<file path="src/stwrd_pkg.sv">
// ---------------------------------------------------------------------------
// Slot table package
// Field widths, request and status codes, and the command and status
// bundles passed between the controller and the datapath.
// ---------------------------------------------------------------------------
package stwrd_pkg;

   // Port field widths.
   localparam int TYPE_W   = 3;
   localparam int SLOT_W   = 10;
   localparam int DATA_W   = 32;
   localparam int STATUS_W = 3;
   localparam int COUNT_W  = 11;
   localparam int CSR_W    = 16;

   // The occupancy bitmap is held as words of MAP_W bits.
   localparam int MAP_W  = 32;
   localparam int MAP_SH = 5;

   localparam logic [CSR_W-1:0] MAX_IN_USE_RESET = 16'd1024;

   // Request codes.
   localparam logic [TYPE_W-1:0] REQ_ADD       = 3'd0;
   localparam logic [TYPE_W-1:0] REQ_DELETE    = 3'd1;
   localparam logic [TYPE_W-1:0] REQ_SET_OCC   = 3'd2;
   localparam logic [TYPE_W-1:0] REQ_SET_EMPTY = 3'd3;
   localparam logic [TYPE_W-1:0] REQ_READ      = 3'd4;
   localparam logic [TYPE_W-1:0] REQ_DRAW      = 3'd5;

   // Status codes.
   localparam logic [STATUS_W-1:0] ST_OK       = 3'd0;
   localparam logic [STATUS_W-1:0] ST_NO_SPACE = 3'd1;
   localparam logic [STATUS_W-1:0] ST_EMPTY    = 3'd2;
   localparam logic [STATUS_W-1:0] ST_BUSY     = 3'd3;
   localparam logic [STATUS_W-1:0] ST_RANGE    = 3'd4;
   localparam logic [STATUS_W-1:0] ST_MISS     = 3'd5;

   typedef struct packed {
      logic capture;    // take a new item from the request ports
      logic prep;       // load address and draw product
      logic load_k;     // address takes the scaled draw index
      logic scan_init;  // start the free-slot scan at the row of the count
      logic scan_next;  // move the scan to the next row
      logic scan_to_b;  // restart the scan from row zero
      logic scan_rd;    // read the bitmap row under scan
      logic take_hit;   // address takes the free slot found by the scan
      logic set_fail;   // the add finds no space
      logic mem_rd;     // read slot and bitmap row at the address
      logic exec;       // update the table and issue the result
   } ctrl_cmd_type;

   typedef struct packed {
      logic is_add;
      logic is_draw;
      logic add_search;
      logic add_full;
      logic scan_hit;
      logic scan_last;
      logic scan_b;
      logic occ_zero;
   } ctrl_stat_type;

endpackage

</file>
<file path="src/stwrd_ctrl.sv">
// ---------------------------------------------------------------------------
// Slot table controller
// Sequences each item through preparation, the free-slot scan for adds,
// the memory read and the update step.
// ---------------------------------------------------------------------------
module stwrd_ctrl (
   input  logic                     clock,
   input  logic                     reset,
   input  logic                     start,
   output logic                     busy,
   output stwrd_pkg::ctrl_cmd_type  cmd,
   input  stwrd_pkg::ctrl_stat_type stat
);
   import stwrd_pkg::*;

   typedef enum logic [2:0] {
      S_IDLE,
      S_PREP,
      S_KSEL,
      S_SCAN_RD,
      S_SCAN_CK,
      S_MEM_RD,
      S_EXEC
   } state_type;

   state_type state_ff, state_in;
   logic      busy_ff;

   always_comb begin
      state_in = state_ff;
      cmd      = '0;
      case (state_ff)
         S_IDLE: begin
            if (start) begin
               cmd.capture = 1'b1;
               state_in    = S_PREP;
            end
         end
         S_PREP: begin
            cmd.prep = 1'b1;
            if (stat.is_add) begin
               if (stat.add_search) begin
                  cmd.scan_init = 1'b1;
                  state_in      = S_SCAN_RD;
               end else begin
                  cmd.set_fail = stat.add_full;
                  state_in     = S_MEM_RD;
               end
            end else if (stat.is_draw) begin
               state_in = S_KSEL;
            end else begin
               state_in = S_MEM_RD;
            end
         end
         S_KSEL: begin
            cmd.load_k = 1'b1;
            state_in   = S_MEM_RD;
         end
         S_SCAN_RD: begin
            cmd.scan_rd = 1'b1;
            state_in    = S_SCAN_CK;
         end
         S_SCAN_CK: begin
            if (stat.scan_hit) begin
               cmd.take_hit = 1'b1;
               state_in     = S_MEM_RD;
            end else if (!stat.scan_last) begin
               cmd.scan_next = 1'b1;
               state_in      = S_SCAN_RD;
            end else if (!stat.scan_b && !stat.occ_zero) begin
               // Nothing free from the count up to the length: wrap to slot zero.
               cmd.scan_to_b = 1'b1;
               state_in      = S_SCAN_RD;
            end else begin
               cmd.set_fail = 1'b1;
               state_in     = S_MEM_RD;
            end
         end
         S_MEM_RD: begin
            cmd.mem_rd = 1'b1;
            state_in   = S_EXEC;
         end
         S_EXEC: begin
            cmd.exec = 1'b1;
            state_in = S_IDLE;
         end
         default: begin
            state_in = S_IDLE;
         end
      endcase
   end

   always_ff @(posedge clock) begin
      if (reset) begin
         state_ff <= S_IDLE;
         busy_ff  <= 1'b0;
      end else begin
         state_ff <= state_in;
         busy_ff  <= (state_in != S_IDLE);
      end
   end

   assign busy = busy_ff;

endmodule

</file>
<file path="config.mk">
export PLATFORM = sky130hd
export DESIGN_NAME = stwrd_ctrl
export DESIGN_NICKNAME = d
export VERILOG_FILES = /design/src/stwrd_pkg.sv /design/src/stwrd_ctrl.sv
export SDC_FILE = /design/constraint.sdc
export NUM_CORES = 1
export LEC_CHECK = 0
export BUFFER_PORTS_ARGS = -buffer_cell sky130_fd_sc_hd__buf_2
export CAP_MARGIN = 10
export CORE_AREA = 2 2 39 41
export DETAILED_ROUTE_END_ITERATION = 16
export DIE_AREA = 0 0 41 43
export PLACE_DENSITY = 0.53
export SYNTH_ARGS = -nofsm -noshare
export SYNTH_HDL_FRONTEND = slang
export SYNTH_SLANG_ARGS = --single-unit
export TNS_END_PERCENT = 10
</file>
<file path="constraint.sdc">
create_clock -name clock -period 1.55 [get_ports clock]
set_input_delay 0.31 -clock clock [delete_from_list [all_inputs] [get_ports clock]]
set_output_delay 0.31 -clock clock [all_outputs]
set_load 0.02 [all_outputs]
</file>
# Word-level counts from Yosys, hierarchy flattened

Index checks and enable logic that the tools add are counted.

Register bits after elaboration: 4
Logic and storage cells: 44
Output and inout bits: 12

Multiplexer cells: 31
Reductions and logical operators: 5
Equality and inequality tests: 6

Operators by type and width:

| kind                                                             | number |
|---|---|
| 3-bit 2-to-1 mux                                                 | 7 |
| 1-bit 2-to-1 mux                                                 | 20 |
| 3-bit case mux with 6 select lines                               | 1 |
| 3-bit == test (second input constant)                            | 3 |
| 3-bit by 2-bit == test with 1-bit output (second input constant) | 2 |
| 2-bit 2-to-1 mux                                                 | 2 |
| 3-bit by 1-bit == test with 1-bit output (second input constant) | 1 |
| 3-bit zero test                                                  | 1 |
| 3-bit nonzero test                                               | 1 |
| 1-bit zero test                                                  | 2 |
| 1-bit case mux with 2 select lines                               | 1 |
| 1-bit logical AND                                                | 1 |

# Depth between registers and ports, before layout

Depth after elaboration: 7
Gate-level depth with buffers: 5
Depth with buffers taken out: 4

# Worst setup path after synthesis

OpenSTA, ideal clock, no wires.

Kind: flip-flop to output port
Start point: reg state_ff[2]
End point: out cmd[5] (netlist name)
Path buffers: 1
Slack: -429 ps
Stages on the path, launching flop included: 4
Data required time: 1,240 ps
Arrival: 1,669 ps
Cells stage by stage: dfxtp_1 buf_6 or4b_4 nor4b_1

RTL lines:

| element                  | RTL line         | source |
|---|---|---|
| start: declaration       | stwrd_ctrl.sv:26 | `state_type state_ff, state_in;` |
| start signal: assignment | stwrd_ctrl.sv:98 | `state_ff <= state_in;` |
| end: declaration         | stwrd_ctrl.sv:11 | `output stwrd_pkg::ctrl_cmd_type cmd,` |

==> results.md <==
* Reg2reg start: state_ff[2]$_SDFF_PP0_
* RSZ-0062 raised after global routing: true
* Final HPWL DP at 732 um
* CP Launch Type: register
* HP Start: reset
* CTS HTree Levels at 1
* Area of the multi-input gates at 246 um^2
* Syn Nets at 49
* Register area at 81.3 um^2
* Fmax at 0.560 GHz
* CTS Hold Buffers Added at 0
* Max incr delay on CP at 550 ps
* Clock group share of total power at 24.6%
* DR WL/cell at 11.4 um
* GRT Max-Usage Layer: met2
* Core region area at 0.00138 mm^2
* FP Rows at 14
* Clock tree buffer depth at 2
* Final wirelength at 936 um
* Post-route clock period utilization at 115%
* Mapped Cells at 38
* Min-delay worst type: in2reg
* P_sw at 190 uW
* Max VDD drop at 0.000404 V
* Critical Path AT at 1470 ps
* Status: finished, violations left
* Violated checks: negative setup slack
* Count of cell types in the netlist at 24
* Overall Power at 512 uW
* First-pass GRT wire length at 1.33 mm
* Final setup violation count at 4
* Switching portion of total power at 37.1%
* Pins Over Slew Limit at 0
* Kind of critical path: reg2out
* Flop pwr share at 26.0%
* WP data required at 1240 ps
* Met2 Use GR at 18.8%
* YS warnings at 0
* Crit path max-delay cell type: or4b_4
* Initial core utilization at 23.0%
* DRC at 0
* Top_reg_cell synth: dfxtp_1
* Most frequent cells in the layout: buf_2 (17), buf_4 (8), inv_1 (4)
* Post-layout util at 39.2%
* Worst slew pin tran at 216 ps
* Max cap viols at 0
* Fill cells at 158
* Root Driver: clkbuf_4
* Ant diodes at 0
* Worst setup path startpoint: state_ff[0]$_SDFF_PP0_
* Power share of the combinational group at 49.3%
* Layout cells sized above 1 at 65.2%
* Die Footprint at 0.00176 mm^2
* Setup TNS at -510 ps
* Total CTS buffers at 3
* Maximum fanout along the worst path at 4
* Total number of vias at 384
* Initial antenna violation count at 0
* Final hold violations at 0
* Die X at 41 um
* Final #Nets at 79
* CP Capture Type: output port
* Commonest non-fill, non-tap cell in the layout: buf_2
* Post-synth design cell area at 318 um^2
* Post-synth EDFFs at 0
* Drt pass-1 iters at 4
* Die Y-Extent at 43 um
* CTS clk-pin slew, worst paths at 30 ps
* Vias per cell at 4.68
* Power per Cell Area at 945 mW/mm^2
* Clk_skew at 1.24 ps
* ANT nets after route at 0
* Pin count of the biggest net entering global routing at 9
* Final worst slack at -234 ps
* Slew HR at 85.6%
* Post CTS Setup Buffer Count at 0
* Hold WS at 251 ps
* Top Ports at 23
* Final min period at 1780 ps
* Met3 Use GR at 3.14%
* Global route overflow at 0
* Sequential area share after synthesis at 25.2%
* Iter 0 DRT Violations at 1
* TritonCTS clock tree: built
* Worst-skew pair later-pin latency at 230 ps
* Crit-path cells: or4b_4, nor4b_4, buf_4
* Global-route track usage on met1 at 11.3%
* Avg Cell Area, Syn at 8.36 um^2
* Post-synthesis async set-or-reset flop share at 0%
* Final GP Congestion at 0.726
* P_int at 322 uW
* Vias in the first global route at 364
* Total Routing Usage GR at 11.4%
* Buffers on Ports at 22
* P_leak at 0.000287 uW
* Area grow syn2layout at 70.5%
* Yosys reg bits at 4
* Clk sinks at 4
[metrics by stage]
step	setup slack [ps]	std cells	area, um^2
floorplan	-61.6	38	333
global placement	-136	79	482
detailed placement	-154	79	482
CTS	-249	82	517
global route	-291	82	542
finish	-234	82	542
[logic make-up after synthesis]
family          Yosys count  share of synthesized area, %
simple gates             17                          37.0
compound gates           11                          26.4
buf+inv                   5                          8.27
flops                     4                          25.2
mux                       1                          3.15
[synthesized netlist by cell type (2+ instances only)]
library cell | instances | share of area (%)
dfxtp_1 | 4 | 25
inv_1 | 4 | 4.7
a21o_1 | 2 | 4.7
nor2_1 | 4 | 4.7
and3_1 | 3 | 5.9
a21oi_1 | 2 | 3.1
o21ai_0 | 2 | 3.1
[flip-flops by register name, summed over array words and instances (netlist names)]
register  count
busy          1
state_ff      3
[layer usage]
| metal | share of wire (%) | up-vias |
|---|---|---|
| met5 | 0 | - |
| met4 | 0 | 0 |
| met3 | 8.2 | 0 |
| met2 | 50 | 20 |
| met1 | 42 | 167 |
| li1 | - | 197 |
[path summary, 6_finish.rpt]
kind	cells after the start	slack [ps]	end
max	3	-230	cmd[5]
min	2	250	state_ff[0]$_SDFF_PP0_
max reg2reg	5	60	busy$_SDFF_PP0_
min reg2reg	3	660	state_ff[2]$_SDFF_PP0_
[power by group through the flow]
stage,logic (uW),registers [uW],clock network [uW]
2_1_floorplan,131,150,0
3_3_place_gp,231,134,0
3_5_place_dp,230,134,0
4_1_cts,236,132,134
5_1_grt,273,136,139
6_report,253,133,126
[layout make-up]
type	count	share of cell area (%)
Timing Repair Buffer	26	28.9
Sequential cell	4	15.0
Clock buffer	3	4.16
Tap cell	16	3.70
Inverter	4	2.77
Multi-Input combinational cell	29	45.5
[worst max-delay path: cells and delay by family, from the launching register on]
family	cells	cell delay, ps
buffers and inverters	1	170
flip-flops	1	310
AND/OR/NAND/NOR	2	760
[what timing repair did]
action | in CTS | in global routing
pin swaps | 2 | 0
resized for setup | 5 | 7
setup endpoints to repair | 4 | 10
No activity file was read; power rests on OpenSTA's default activity.
